<file path="src/hw/rtl/fcp_pkg.sv">
`timescale 1ns / 1ps

package fcp_pkg;

    // Default geometry of the datagram stream
    localparam int CHUNK_BYTES_DEF = 1400;
    localparam int SIZE_BITS_DEF   = 24;

    // Fixed header layout
    localparam int HDR_BYTES  = 16;
    localparam int HDR_IDX_W  = $clog2(HDR_BYTES + 1);
    localparam int COUNT_BITS = 16;

    typedef struct packed {
        logic [7:0]  payload_byte;
        logic        frame_start;
        logic [23:0] frame_bytes;
        logic [31:0] frame_number;
        logic [7:0]  stream_kind;
        logic [7:0]  capture_mode;
    } fcp_in_t;

    typedef struct packed {
        logic [7:0] out_byte;
        logic       is_header;
        logic       datagram_last;
        logic       run_last;
    } fcp_out_t;

endpackage

</file>
<file path="src/hw/rtl/fcp_if.sv">
`timescale 1ns / 1ps

interface fcp_in_if import fcp_pkg::*; ();
    logic    valid;
    logic    ready;
    fcp_in_t data;

    modport source (output valid, output data, input ready);
    modport sink   (input valid, input data, output ready);
endinterface

interface fcp_out_if import fcp_pkg::*; ();
    logic     valid;
    logic     ready;
    fcp_out_t data;

    modport source (output valid, output data, input ready);
    modport sink   (input valid, input data, output ready);
endinterface

</file>
<file path="src/hw/rtl/fcp_ceil_div.sv">
`timescale 1ns / 1ps

// Chunk count by reciprocal multiplication, registered on start.
// total = floor(dividend / CHUNK_BYTES) + 1, kept modulo 2^COUNT_BITS.
// The reciprocal is rounded up with enough fraction bits that the floor is
// exact for every dividend below 2^SIZE_BITS.
module fcp_ceil_div import fcp_pkg::*; #(
    parameter int CHUNK_BYTES = CHUNK_BYTES_DEF,
    parameter int SIZE_BITS   = SIZE_BITS_DEF
) (
    input  logic                  clk,
    input  logic                  rst_n,
    input  logic                  start,
    input  logic [SIZE_BITS-1:0]  dividend,
    output logic [COUNT_BITS-1:0] total
);

    localparam int CW  = $clog2(CHUNK_BYTES + 1);
    localparam int SH  = SIZE_BITS + CW;
    localparam int RW  = SIZE_BITS + 2;
    localparam int PRW = SIZE_BITS + RW;
    localparam logic [63:0] RECIP_WIDE =
        ((64'd1 << SH) + 64'(CHUNK_BYTES) - 64'd1) / 64'(CHUNK_BYTES);
    localparam logic [RW-1:0] RECIP = RW'(RECIP_WIDE);

    logic [PRW-1:0]        product;
    logic [COUNT_BITS-1:0] quot;
    logic [COUNT_BITS-1:0] total_reg, total_next;

    assign product = PRW'(dividend) * PRW'(RECIP);
    assign quot    = COUNT_BITS'(product >> SH);
    assign total   = total_reg;

    always_comb
    begin
        total_next = total_reg;
        if (start)
        begin
            total_next = quot + COUNT_BITS'(1);
        end
    end

    always_ff @(posedge clk or negedge rst_n)
    begin
        if (!rst_n)
        begin
            total_reg <= '0;
        end
        else
        begin
            total_reg <= total_next;
        end
    end

endmodule

</file>
<file path="src/hw/rtl/frame_chunk_packetizer.sv">
`timescale 1ns / 1ps

// Channel    Dir   Request                      Handshake
// frames     sink  one payload byte + metadata  valid/ready, taken when both high
// datagrams  src   one header or payload byte   valid/ready, taken when both high
//
// A payload byte inside a datagram is held in an input register; once the output
// register is free, its result is registered there, and a new byte is taken as
// the held one retires. A byte that opens a datagram follows 16 header bytes.
// A frame start first latches the metadata and the chunk total,
// which comes from a reciprocal multiply of the frame size.
// Reset clears the frame state; the block then drops bytes until a frame start.
// A stall on datagrams holds the output register and backs up into frames.
module frame_chunk_packetizer import fcp_pkg::*; #(
    parameter int CHUNK_BYTES = CHUNK_BYTES_DEF,
    parameter int SIZE_BITS   = SIZE_BITS_DEF
) (
    input  logic      clk,
    input  logic      rst_n,
    fcp_in_if.sink    frames,
    fcp_out_if.source datagrams
);

    localparam int PW  = $clog2(CHUNK_BYTES + 1);
    localparam int HIW = $clog2(HDR_BYTES);

    // Request held for processing
    logic                  hold_valid_reg, hold_valid_next;
    logic                  hold_start_reg, hold_start_next;
    fcp_in_t               hold_reg,       hold_next;
    logic [HDR_IDX_W-1:0]  hdr_idx_reg,    hdr_idx_next;

    // Frame state
    logic                  in_frame_reg,   in_frame_next;
    logic [SIZE_BITS-1:0]  bytes_left_reg, bytes_left_next;
    logic [PW-1:0]         pos_reg,        pos_next;
    logic [COUNT_BITS-1:0] chunk_cnt_reg,  chunk_cnt_next;
    logic [31:0]           frame_tag_reg,  frame_tag_next;
    logic [7:0]            stream_tag_reg, stream_tag_next;
    logic [7:0]            mode_tag_reg,   mode_tag_next;

    // Output register
    logic                  out_valid_reg,  out_valid_next;
    fcp_out_t              out_reg,        out_next;

    logic                  div_start;
    logic [COUNT_BITS-1:0] chunk_total;
    logic [SIZE_BITS-1:0]  size_w;
    logic [31:0]           seg_bytes;
    logic [HDR_BYTES*8-1:0] hdr_vec;
    logic [7:0]            hdr_byte;
    logic [PW-1:0]         pos_inc;
    logic [SIZE_BITS-1:0]  bytes_dec;
    logic                  chunk_end;
    logic                  out_free;
    logic                  emit;
    logic                  done;
    logic                  accept;

    fcp_ceil_div #(
        .CHUNK_BYTES (CHUNK_BYTES),
        .SIZE_BITS   (SIZE_BITS)
    ) u_div (
        .clk      (clk),
        .rst_n    (rst_n),
        .start    (div_start),
        .dividend (size_w - SIZE_BITS'(1)),
        .total    (chunk_total)
    );

    // Mask the frame size to the configured width
    assign size_w = SIZE_BITS'(hold_reg.frame_bytes);

    // This chunk's length: the full chunk, or whatever is left of the frame
    assign seg_bytes = (32'(bytes_left_reg) < 32'(CHUNK_BYTES)) ?
                       32'(bytes_left_reg) : 32'(CHUNK_BYTES);

    // Header, byte 0 in the top bits
    assign hdr_vec  = {frame_tag_reg, chunk_cnt_reg, chunk_total, seg_bytes,
                       stream_tag_reg, mode_tag_reg, 16'h0000};
    assign hdr_byte = hdr_vec[(HDR_BYTES*8-1) - 8*hdr_idx_reg[HIW-1:0] -: 8];

    assign pos_inc   = pos_reg + PW'(1);
    assign bytes_dec = bytes_left_reg - SIZE_BITS'(1);
    assign chunk_end = (pos_inc >= PW'(CHUNK_BYTES)) || (bytes_dec == '0);

    assign out_free = !out_valid_reg || datagrams.ready;

    // Take a new request when nothing is held or the held one retires now
    assign frames.ready = !hold_valid_reg || done;
    assign accept       = frames.valid && frames.ready;

    assign datagrams.valid = out_valid_reg;
    assign datagrams.data  = out_reg;

    always_comb
    begin
        hold_valid_next = hold_valid_reg;
        hold_start_next = hold_start_reg;
        hold_next       = hold_reg;
        hdr_idx_next    = hdr_idx_reg;
        in_frame_next   = in_frame_reg;
        bytes_left_next = bytes_left_reg;
        pos_next        = pos_reg;
        chunk_cnt_next  = chunk_cnt_reg;
        frame_tag_next  = frame_tag_reg;
        stream_tag_next = stream_tag_reg;
        mode_tag_next   = mode_tag_reg;
        out_valid_next  = out_valid_reg;
        out_next        = out_reg;
        div_start       = 1'b0;
        emit            = 1'b0;
        done            = 1'b0;

        if (hold_valid_reg)
        begin
            if (hold_start_reg)
            begin
                // Latch the frame metadata; an unfinished frame is abandoned
                frame_tag_next  = hold_reg.frame_number;
                stream_tag_next = hold_reg.stream_kind;
                mode_tag_next   = hold_reg.capture_mode;
                bytes_left_next = size_w;
                pos_next        = '0;
                chunk_cnt_next  = '0;
                in_frame_next   = (size_w != '0);
                div_start       = (size_w != '0);
                hold_start_next = 1'b0;
            end
            else if (!in_frame_reg)
            begin
                // drop a byte outside any frame
                done = 1'b1;
            end
            else if (out_free)
            begin
                emit = 1'b1;
                if ((pos_reg == '0) && (hdr_idx_reg != HDR_IDX_W'(HDR_BYTES)))
                begin
                    out_next.out_byte      = hdr_byte;
                    out_next.is_header     = 1'b1;
                    out_next.datagram_last = 1'b0;
                    out_next.run_last      = 1'b0;
                    hdr_idx_next           = hdr_idx_reg + HDR_IDX_W'(1);
                end
                else
                begin
                    out_next.out_byte      = hold_reg.payload_byte;
                    out_next.is_header     = 1'b0;
                    out_next.datagram_last = chunk_end;
                    out_next.run_last      = 1'b1;
                    hdr_idx_next           = '0;
                    bytes_left_next        = bytes_dec;
                    pos_next               = chunk_end ? '0 : pos_inc;
                    if (chunk_end)
                    begin
                        chunk_cnt_next = chunk_cnt_reg + COUNT_BITS'(1);
                    end
                    if (bytes_dec == '0)
                    begin
                        in_frame_next = 1'b0;
                    end
                    done = 1'b1;
                end
            end
        end

        if (accept)
        begin
            hold_valid_next = 1'b1;
            hold_next       = frames.data;
            hold_start_next = frames.data.frame_start;
        end
        else if (done)
        begin
            hold_valid_next = 1'b0;
        end

        if (emit)
        begin
            out_valid_next = 1'b1;
        end
        else if (datagrams.ready)
        begin
            out_valid_next = 1'b0;
        end
    end

    always_ff @(posedge clk or negedge rst_n)
    begin
        if (!rst_n)
        begin
            hold_valid_reg <= 1'b0;
            hold_start_reg <= 1'b0;
            hdr_idx_reg    <= '0;
            in_frame_reg   <= 1'b0;
            bytes_left_reg <= '0;
            pos_reg        <= '0;
            chunk_cnt_reg  <= '0;
            out_valid_reg  <= 1'b0;
        end
        else
        begin
            hold_valid_reg <= hold_valid_next;
            hold_start_reg <= hold_start_next;
            hdr_idx_reg    <= hdr_idx_next;
            in_frame_reg   <= in_frame_next;
            bytes_left_reg <= bytes_left_next;
            pos_reg        <= pos_next;
            chunk_cnt_reg  <= chunk_cnt_next;
            out_valid_reg  <= out_valid_next;
        end
    end

    always_ff @(posedge clk)
    begin
        hold_reg       <= hold_next;
        frame_tag_reg  <= frame_tag_next;
        stream_tag_reg <= stream_tag_next;
        mode_tag_reg   <= mode_tag_next;
        out_reg        <= out_next;
    end

    // An open frame always has bytes left to send
    a_frame_has_bytes: assert property (@(posedge clk) disable iff (!rst_n)
        in_frame_reg |-> (bytes_left_reg != '0))
        else $error("open frame with no bytes left");

    // Position within a datagram stays below the chunk size
    a_pos_bound: assert property (@(posedge clk) disable iff (!rst_n)
        pos_reg < PW'(CHUNK_BYTES))
        else $error("chunk position out of range");

    // An emitted header byte is registered in the output register as a header byte
    a_header_run: assert property (@(posedge clk) disable iff (!rst_n)
        emit && out_next.is_header |=> out_valid_reg && out_reg.is_header)
        else $error("header byte not registered");

endmodule

</file>
<file path="src/flat_wrapper.sv">
// flat-port wrapper written by rule: the top's interface ports become plain ports
module frame_chunk_packetizer_flat import fcp_pkg::*;
#(
    parameter int CHUNK_BYTES = CHUNK_BYTES_DEF,
    parameter int SIZE_BITS   = SIZE_BITS_DEF
)
  (clk, rst_n, frames_valid, frames_data, frames_ready, datagrams_valid, datagrams_data, datagrams_ready);
  fcp_in_if frames_i ();
  fcp_out_if datagrams_i ();
  input  logic clk;
  input  logic rst_n;
  input wire logic [$bits(frames_i.valid)-1:0] frames_valid;
  input wire logic [$bits(frames_i.data)-1:0] frames_data;
  output wire logic [$bits(frames_i.ready)-1:0] frames_ready;
  output wire logic [$bits(datagrams_i.valid)-1:0] datagrams_valid;
  output wire logic [$bits(datagrams_i.data)-1:0] datagrams_data;
  input wire logic [$bits(datagrams_i.ready)-1:0] datagrams_ready;
  assign frames_i.valid = frames_valid;
  assign frames_i.data = frames_data;
  assign frames_ready = frames_i.ready;
  assign datagrams_valid = datagrams_i.valid;
  assign datagrams_data = datagrams_i.data;
  assign datagrams_i.ready = datagrams_ready;
  frame_chunk_packetizer #(.CHUNK_BYTES(CHUNK_BYTES), .SIZE_BITS(SIZE_BITS)) u_core (.clk(clk), .rst_n(rst_n), .frames(frames_i), .datagrams(datagrams_i));
endmodule
</file>
<file path="config.mk">
export PLATFORM = sky130hd
export DESIGN_NAME = frame_chunk_packetizer_flat
export DESIGN_NICKNAME = d
export VERILOG_FILES = /design/src/hw/rtl/fcp_pkg.sv /design/src/hw/rtl/fcp_if.sv /design/src/hw/rtl/fcp_ceil_div.sv /design/src/hw/rtl/frame_chunk_packetizer.sv /design/src/flat_wrapper.sv
export SDC_FILE = /design/constraint.sdc
export NUM_CORES = 1
export LEC_CHECK = 0
export BUFFER_PORTS_ARGS = -buffer_cell sky130_fd_sc_hd__buf_2
export CORE_MARGIN = 3
export CORE_UTILIZATION = 55
export CTS_CLUSTER_DIAMETER = 200
export DETAILED_ROUTE_END_ITERATION = 6
export HOLD_SLACK_MARGIN = 0.02
export PLACE_DENSITY = 0.75
export SYNTH_ARGS = -nofsm -noshare
export SYNTH_HDL_FRONTEND = slang
export SYNTH_SLANG_ARGS = --single-unit
</file>
<file path="constraint.sdc">
create_clock -name clk -period 8.55 [get_ports clk]
set_input_delay 0.4275 -clock clk [delete_from_list [all_inputs] [get_ports clk]]
set_output_delay 0.4275 -clock clk [all_outputs]
set_load 0.005 [all_outputs]
</file>
After elaboration in Yosys (flattened, before gate mapping)
Cells that the tools add are included.
{ "word_totals": {"word_cells": 94, "output_inout_bits": 13, "input_bits": 85, "reg_bits": 215} }
{ "op_classes": {"magnitude_cmp": 2, "n_shift": 1, "n_bitwise": 1, "n_reduce_logical": 20, "n_addsub": 7, "n_mux": 39, "eq_ne": 2, "mul": 1} }
{ "ops": {"columns": ["op", "n"], "rows": [
  ["135-bit by 33-bit indexed part select with 8-bit output", 1],
  ["24-bit 2-to-1 mux", 5],
  ["16-bit 2-to-1 mux", 5],
  ["11-bit 2-to-1 mux", 6],
  ["24-bit by 25-bit multiplier with 49-bit output, second input constant", 1],
  ["24-bit by 1-bit subtractor with 24-bit output, second input constant", 2],
  ["24-bit logical NOT", 1],
  ["24-bit by 11-bit less-than comparator with 1-bit output, second input constant", 1],
  ["24-bit nonzero test", 1],
  ["1-bit 2-to-1 mux", 22],
  ["16-bit by 1-bit adder with 16-bit output, second input constant", 1],
  ["14-bit by 1-bit adder with 15-bit output, second input constant", 1],
  ["2-bit nonzero test", 6],
  ["11-bit by 1-bit adder with 11-bit output, second input constant", 1],
  ["11-bit >= comparator, second input constant", 1],
  ["11-bit logical NOT", 1],
  ["4-bit AND reduction", 2],
  ["7-bit by 7-bit subtractor with 8-bit output, first input constant", 1],
  ["5-bit by 1-bit adder with 5-bit output, second input constant", 1],
  ["5-bit 2-to-1 mux", 1],
  ["5-bit != test, second input constant", 1],
  ["5-bit AND reduction", 1],
  ["1-bit logical OR", 3],
  ["1-bit logical AND", 2],
  ["4 further kinds", 5]
]} }

Longest topological paths before layout
Gate-level depths: netlist of the first run.
{ "logic_depth": {"ltp_word": 10, "mapped_depth": 35, "ltp_nobuf": 34} }

By module
Synthesis of the first run repeated with hierarchy kept, for this count alone.
{ "unflattened": {"hier_cells": 2022, "area_unflattened_um2": 21434.3} }
{ "by_module_without_submodules": {"columns": ["mod", "instances", "area_each_um2", "cells_each", "seq_area_each_um2"], "rows": [
  ["fcp_ceil_div", 1, 12263.0, 1279, 375.4],
  ["frame_chunk_packetizer", 1, 9171.3, 743, 5675.4]
]} }

Worst setup path before layout of the first run
No wires, ideal clock.
{ "synth_path": {"path_kind": "register to register", "startpoint": "reg u_core.hold_reg, in the netlist u_core.size_w[8]", "endpoint": "reg u_core.u_div.total_reg[13] (netlist: u_core.u_div.total[13])", "stages_incl_launch_ff": 31, "setup_ns": 0.069, "t_arrival_ns": 8.903, "n_path_buf": 0, "setup_slack_ns": -0.422, "period_less_slack_ns": 8.972, "cell_sequence": "edfxtp_1 or3_1 nor3_1 nor2b_1 nand3b_1 xor2_1 ha_1 inv_1 ha_1 or2_2 fa_1 inv_1 fa_1 inv_1 fa_1 fa_1 inv_1 fa_1 inv_1 fa_1 ha_1 a21oi_1 nand2_1 a211oi_1 o22ai_1 a211oi_1 o21ai_0 a311oi_1 nand4_1 or4_1 nand3_1"} }
{ "synth_via": {"elab_chain_len": 3} }
{ "synth_rtl": {"columns": ["element", "line", "source"], "rows": [
  ["start: declaration", "frame_chunk_packetizer.sv:30", "fcp_in_t hold_reg, hold_next;"],
  ["start signal: assignment", "frame_chunk_packetizer.sv:217", "hold_reg <= hold_next;"],
  ["24-bit by 1-bit subtractor with 24-bit output or 24-bit nonzero test (tied branches)", "frame_chunk_packetizer.sv:67, frame_chunk_packetizer.sv:127", null],
  ["24-bit by 25-bit multiplier with 49-bit output or 1-bit 2-to-1 mux (tied branches)", "fcp_ceil_div.sv:30, frame_chunk_packetizer.sv:117", null],
  ["14-bit by 1-bit adder with 15-bit output or 1-bit 2-to-1 mux (tied branches)", "fcp_ceil_div.sv:39, frame_chunk_packetizer.sv:115", null],
  ["end signal: assignment", "fcp_ceil_div.sv:51", "total_reg <= total_next;"],
  ["end: declaration", "fcp_ceil_div.sv:28", "logic [COUNT_BITS-1:0] total_reg, total_next;"]
]} }
Several ways; a longest one is shown, not always the timed one.
A chain may end at the register's enable or synchronous reset.

Worst setup path in the final report of the first run
Same ends and word-level chain as after synthesis.

==> results of run 1 <==
==> stage by stage <==
| step | instances | hold slack, ps |
|---|---|---|
| after floorplan | 2051 | 131.9 |
| after global placement | 2814 | 400.9 |
| after detailed placement | 2814 | 404.5 |
| after CTS | 2857 | 77.65 |
| after global routing | 2891 | 75.07 |
| final | 2891 | 90.84 |
==> cells by family (layout without fill, tap and decap cells) <==
family                   count (synthesis)  in the layout  synth area share
multiplexers                            37             37           0.02599
flip-flops                             214            214            0.2806
buffers and inverters                  486            813           0.08651
AND/OR/NAND/NOR                        422            422            0.1011
XOR/XNOR                                72             72           0.02924
AO/OA/AOI/OAI                          322            322           0.09145
other                                    0              2                 0
adder cells (fa/ha/maj)                498            498            0.3851
==> cell type report <==
class                   count  area share
flip-flops and latches    214      0.2329
clock buffers              27     0.02027
diodes                      2   0.0001926
repair buffers            342     0.09118
multi-input cells        1351      0.5654
well taps                 511     0.02460
clock inverters             9    0.002359
inverters                 435     0.06307
==> worst paths after layout <==
path / startpoint / end / slack, ps / cells after the start
hold reg to reg: u_core.hold_reg[26] / u_core.frame_tag_reg[10] / 420 / 0
hold / removal: rst_n / u_core.bytes_left_reg[19] / 90 / 1
max in group asynchronous: rst_n / u_core.hold_start_reg / 7770 / 1
min in group clk: frames_data[62] / u_core.size_w[14] / 90 / 1
setup reg to reg: u_core.size_w[8] / u_core.u_div.total[13] / 30 / 29
setup / recovery: u_core.size_w[8] / u_core.u_div.total[13] / 30 / 29
==> routing by layer <==
| metal | vias to the layer above | routed length [microns] | track usage |
|---|---|---|---|
| met5 | - | 0 | 0 |
| met4 | 0 | 1969 | 0.07987 |
| met3 | 106 | 5947 | 0.08791 |
| met2 | 680 | 27350 | 0.4387 |
| met1 | 8164 | 25220 | 0.4179 |
| li1 | 7472 | - | - |
==> timing repair <==
item,CTS,global route
setup endpoints to repair,7,13
buffers inserted,7,32
pin swaps,28,125
gates resized for setup,31,166
==> synthesized netlist by cell type (7+ instances only) <==
cell type | n | share of area
mux2i_1 | 20 | 0.0093
a31oi_1 | 12 | 0.0035
mux4_2 | 15 | 0.016
nor2_1 | 94 | 0.016
and2_1 | 7 | 0.0020
edfxtp_1 | 139 | 0.19
nand4_1 | 29 | 0.0084
fa_1 | 276 | 0.26
a21o_1 | 17 | 0.0059
nand2_1 | 108 | 0.019
dfrtp_1 | 75 | 0.087
xnor2_1 | 34 | 0.014
o22ai_1 | 9 | 0.0026
nand2b_1 | 7 | 0.0020
or4_1 | 12 | 0.0042
o21bai_1 | 7 | 0.0024
inv_1 | 435 | 0.076
a211oi_1 | 10 | 0.0035
o21ai_0 | 110 | 0.026
ha_1 | 222 | 0.13
nand3_1 | 37 | 0.0086
nor4_1 | 14 | 0.0041
clkbuf_1 | 36 | 0.0063
or3_1 | 15 | 0.0044
o31ai_1 | 9 | 0.0031
nor3_1 | 37 | 0.0086
o211ai_1 | 10 | 0.0035
a21oi_1 | 90 | 0.021
and3_1 | 13 | 0.0038
xor2_1 | 38 | 0.015
==> cells in the final DEF (no fill, tap or decap), drive strengths merged, types with 75 or more instances in the layout <==
master | synthesis | final
nor2 | 94 | 94
dfrtp | 75 | 75
fa | 276 | 276
a21oi | 90 | 90
buf | 14 | 342
ha | 222 | 222
inv | 435 | 436
o21ai | 111 | 111
nand2 | 109 | 109
edfxtp | 139 | 139
==> metrics.csv, run 1 <==
metric,value,unit
status,completed,
WL/cell,20.92,microns
GRT overflow,0,
first-pass GRT wire length,93590,microns
number of synthesized register bits,214,
DIE AREA,41620,sq um
initial core utilization,0.5658,
vias,16420,
minimum clock period,8519,ps
die width,204.0,microns
DP Area,24120,sq um
Finished Cell Area,25990,sq um
Sequential cell area,6053,sq um
CTS root buf,clkbuf_16,
Clock Sinks,214,
Worst path slowest cell,fa_2,
largest net degree at the start of global routing,76,
Layout fillers,2817,
row count,71,
headroom to the max-slew limit,0.1938,
cell family with most CP delay,adder cells,
Final WS setup,31.07,ps
Port Buf Inserts,97,
hold_buf cts,0,
CTS tree,done,
Final setup viols,0,
f_max,117.4,MHz
CTS buffer count,20,
HP Class,in -> async,
vias per cell,5.680,
total track usage,0.2922,
Worst EP arrival,8960,ps
ys async rst share,0.3505,
layout cell share with drive strength beyond 1,0.2485,
Slowest Stage Delay on Critical Path,590,ps
multi-input logic area,14700,sq um
gpl congestion,1.006,
Worst Setup Start Kind,flop,
syn_area_per_cell,10.51,sq um
dpl ws,-177.1,ps
DPL Wire Length,48980,microns
Required @ worst endpoint,8990,ps
Synthesis Warnings,0,
area of the core,38110,sq um
Mapped Nets,2634,
crit end category,flop,
number of I/O pins,98,
"Seq/Total Area, Yosys",0.2806,
"CTS clk-pin slew, worst paths",70,ps
area delta synth->final,20.53,%
predominant post-synthesis flop cell,edfxtp_1,
clk_skew,11.53,ps
Final Hold Fails,0,
Mapped Area,21560,sq um
total negative slack,0,ps
WP buf/inv,6,
H-tree Lvls,1,
nets@finish,2947,
initial antenna violation count,2,
post-synth cell types,83,
clk_lat worst skew,510,ps
Post-Syn Instances,2051,
Final Cycle Share,0.9964,
final slew viol count,0,
Antenna Nets Post-Route,0,
WL final,60490,microns
Worst Path Max Fanout,5,
Max Buffers Root-to-Sink,3,
"EDFF count, synth",139,
die height,204.0,microns
max cap viols,0,
RSZ-0062 raised after global routing,yes,
kind of critical path,reg -> reg,
Post-route DRC,0,
worst-margin pin slew,1204,ps
max FFs per register,56,
Initial DRC Count,1515,
DR pass1 iterations,6,
vias in the first global route,16890,
Final Core Density,0.6820,
Power of run 1 is not shown: default switching activity piles up to over one toggle a cycle in this logic, so the estimate is an artifact.
==> run 2, diff against run 1 <==
CORE_UTILIZATION = 58   (was 55)
PLACE_DENSITY = 0.79   (was 0.75)
==> run 2 against run 1 <==
Against the previous run:
- core utilization up 2.6 points
- sequential share of layout area up 0.42 points
- maximum frequency rose by 0.41%
- die area shrank 5.0%
- first-iteration DRC count is 0.13% higher
- hold slack worse by 19 ps
- design area shrank 1.8%
- routed wire length is 0.90% lower
- clock skew increased by 0.66 ps
- register-to-register slack improved by 40 ps
- flip-flop and latch count is the same
- global-route usage is 1.6 points higher
- critical path type unchanged
- largest cell class unchanged
- highest routed layer unchanged
==> metrics.csv, run 2 (synthesized netlist as in run 1, its figures left out) <==
metric,value,unit,change
M3 GR Usage,0.06386,,-0.02406
status,completed,,
RSZ-0062 raised after global routing,yes,,
Final WS setup,66.28,ps,+35.21 ps
most frequent cells in the layout,"inv_1, fa_1, buf_4",,
"commonest non-fill, non-tap cell in the layout",inv_1,,
Port Buf Inserts,97,,unchanged
H-tree Lvls,1,,unchanged
final slew viol count,0,,unchanged
minimum clock period,8484,ps,-35.21 ps
clk_lat worst skew,500,ps,about the same
GRT busiest layer,met2,,
area delta synth->final,18.41,%,
crit end category,flop,,
Initial DRC Count,1517,,+0.13%
clk_skew,12.18,ps,+0.6575 ps
worst-margin pin slew,1280,ps,+76.14 ps
vias,16430,,+0.043%
max cap viols,0,,unchanged
Worst Setup Start Kind,flop,,
die width,198.8,microns,-2.5%
kind of critical path,reg -> reg,,
max FFs per register,56,,unchanged
dpl ws,-153.0,ps,+24.03 ps
WL final,59940,microns,-0.90%
HP Class,in -> async,,
Worst Path Max Fanout,4,,-1
internal reg-to-reg setup slack,70,ps,+40 ps
Final Core Density,0.7075,,+0.02558
Slowest Stage Delay on Critical Path,610,ps,+20 ps
M2 GR Usage,0.4705,,+0.03186
Worst EP arrival,8900,ps,-60 ps
Worst path slowest cell,fa_1,,
"CTS clk-pin slew, worst paths",70,ps,about the same
vias in the first global route,16710,,-1.0%
GR met1 Demand/Resource,0.4666,,+0.04872
Final setup viols,0,,unchanged
Worst Setup EP,u_core.u_div.total[10],,
fin cells,2817,,-2.6%
Post-route DRC,0,,unchanged
die height,198.8,microns,-2.5%
first-pass GRT wire length,93340,microns,-0.26%
gpl congestion,1.002,,-0.32%
Final Hold Fails,0,,unchanged
f_max,117.9,MHz,+0.41%
area of the core,36090,sq um,-5.3%
initial antenna violation count,1,,-1
placed insts,2758,,-2.0%
CTS buffer count,19,,-5.0%
largest net degree at the start of global routing,81,,+6.6%
layout cell share with drive strength beyond 1,0.2306,,-0.01795
row count,69,,-2.8%
initial core utilization,0.5975,,+0.03172
total track usage,0.3077,,+0.01556
WL/cell,21.28,microns,+1.7%
Max Buffers Root-to-Sink,3,,unchanged
Required @ worst endpoint,8970,ps,-20 ps
nets@finish,2926,,-0.71%
Worst Setup SP,u_core.size_w[17],,
number of I/O pins,98,,unchanged
CTS tree,done,,
GRT overflow,0,,unchanged
DR pass1 iterations,5,,-1
hold_buf cts,0,,unchanged
Clock Sinks,214,,unchanged
headroom to the max-slew limit,0.1428,,-0.05099
Final Cycle Share,0.9922,,-0.004118
worst r2r dst,u_core.u_div.total[10],,
R2R depth,30,,+3.4%
FF-to-FF Start,u_core.size_w[17],,
CTS root buf,clkbuf_16,,
DIE AREA,39530,sq um,-5.0%
vias per cell,5.832,,+2.7%
Antenna Nets Post-Route,0,,unchanged
"most used cell, CP",fa_1,,
DPL Wire Length,48860,microns,-0.25%
## run 2: cell types whose count changed in the layout (fill, tap and decap cells not counted), sizes merged
cell,change
clkinvlp,-1
buf,-20
diode,-1
clkbuf,-1
clkinv,-2
inv,+1
## run 2: critical path, delay by kind of cell (launching register included)
kind / cells / cell delay [ps]
XOR/XNOR: 2 / 370
buffers and inverters: 7 / 540
flip-flops: 1 / 400
adder cells (fa/ha/maj): 9 / 4040
AO/OA/AOI/OAI: 4 / 760
AND/OR/NAND/NOR: 8 / 2280
## run 2: routing by layer
layer / wire length (microns) / vias to the layer above
met2: 27570 / 716
met3: 5154 / 89
met5: 0 / -
li1: - / 7441
met1: 26020 / 8183
met4: 1201 / 0
## run 2: per-stage QoR
stage	hold slack [ps]	TNS (ps)	area, sq um
global route	81.41	-1271	25530
detailed placement	404.5	-728.6	24000
global placement	402.2	-21.55	24000
CTS	89.58	0	24770
finish	72.18	0	25530
floorplan	131.9	0	21660
## run 2: what timing repair did
action | CTS | global route
pin swaps | 25 | 96
gates cloned | 0 | 0
hold endpoints to repair | 0 | 0
gates resized for setup | 35 | 127
endpoints found under the setup margin | 9 | 13
setup buffers | 4 | 21
## run 2: worst min-delay path by stage
| stage | from | to | slack [ps] | cells after the start |
|---|---|---|---|---|
| 5_1_grt | frames_data[9] | u_core.hold_reg[9] | 80 | 1 |
| 3_5_place_dp | u_core.hold_reg[9] | u_core.stream_tag_reg[1] | 400 | 0 |
| 3_3_place_gp | u_core.hold_reg[6] | u_core.mode_tag_reg[6] | 400 | 0 |
| 6_report | rst_n | u_core.bytes_left_reg[14] | 70 | 1 |
| 2_1_floorplan | rst_n | u_core.bytes_left_reg[0] | 130 | 0 |
| 4_1_cts | frames_data[36] | u_core.hold_reg[36] | 90 | 1 |
## run 2: cell type report
type | count | area [sq um]
flip-flops and latches | 214 | 6053
inverters | 435 | 1633
clock buffers | 26 | 511.7
diodes | 1 | 2.502
multi-input cells | 1351 | 14520
fillers | 2611 | 10550
well taps | 461 | 576.8
repair buffers | 322 | 2196
clock inverters | 7 | 45.04
Power of run 2 is left out for the same reason.
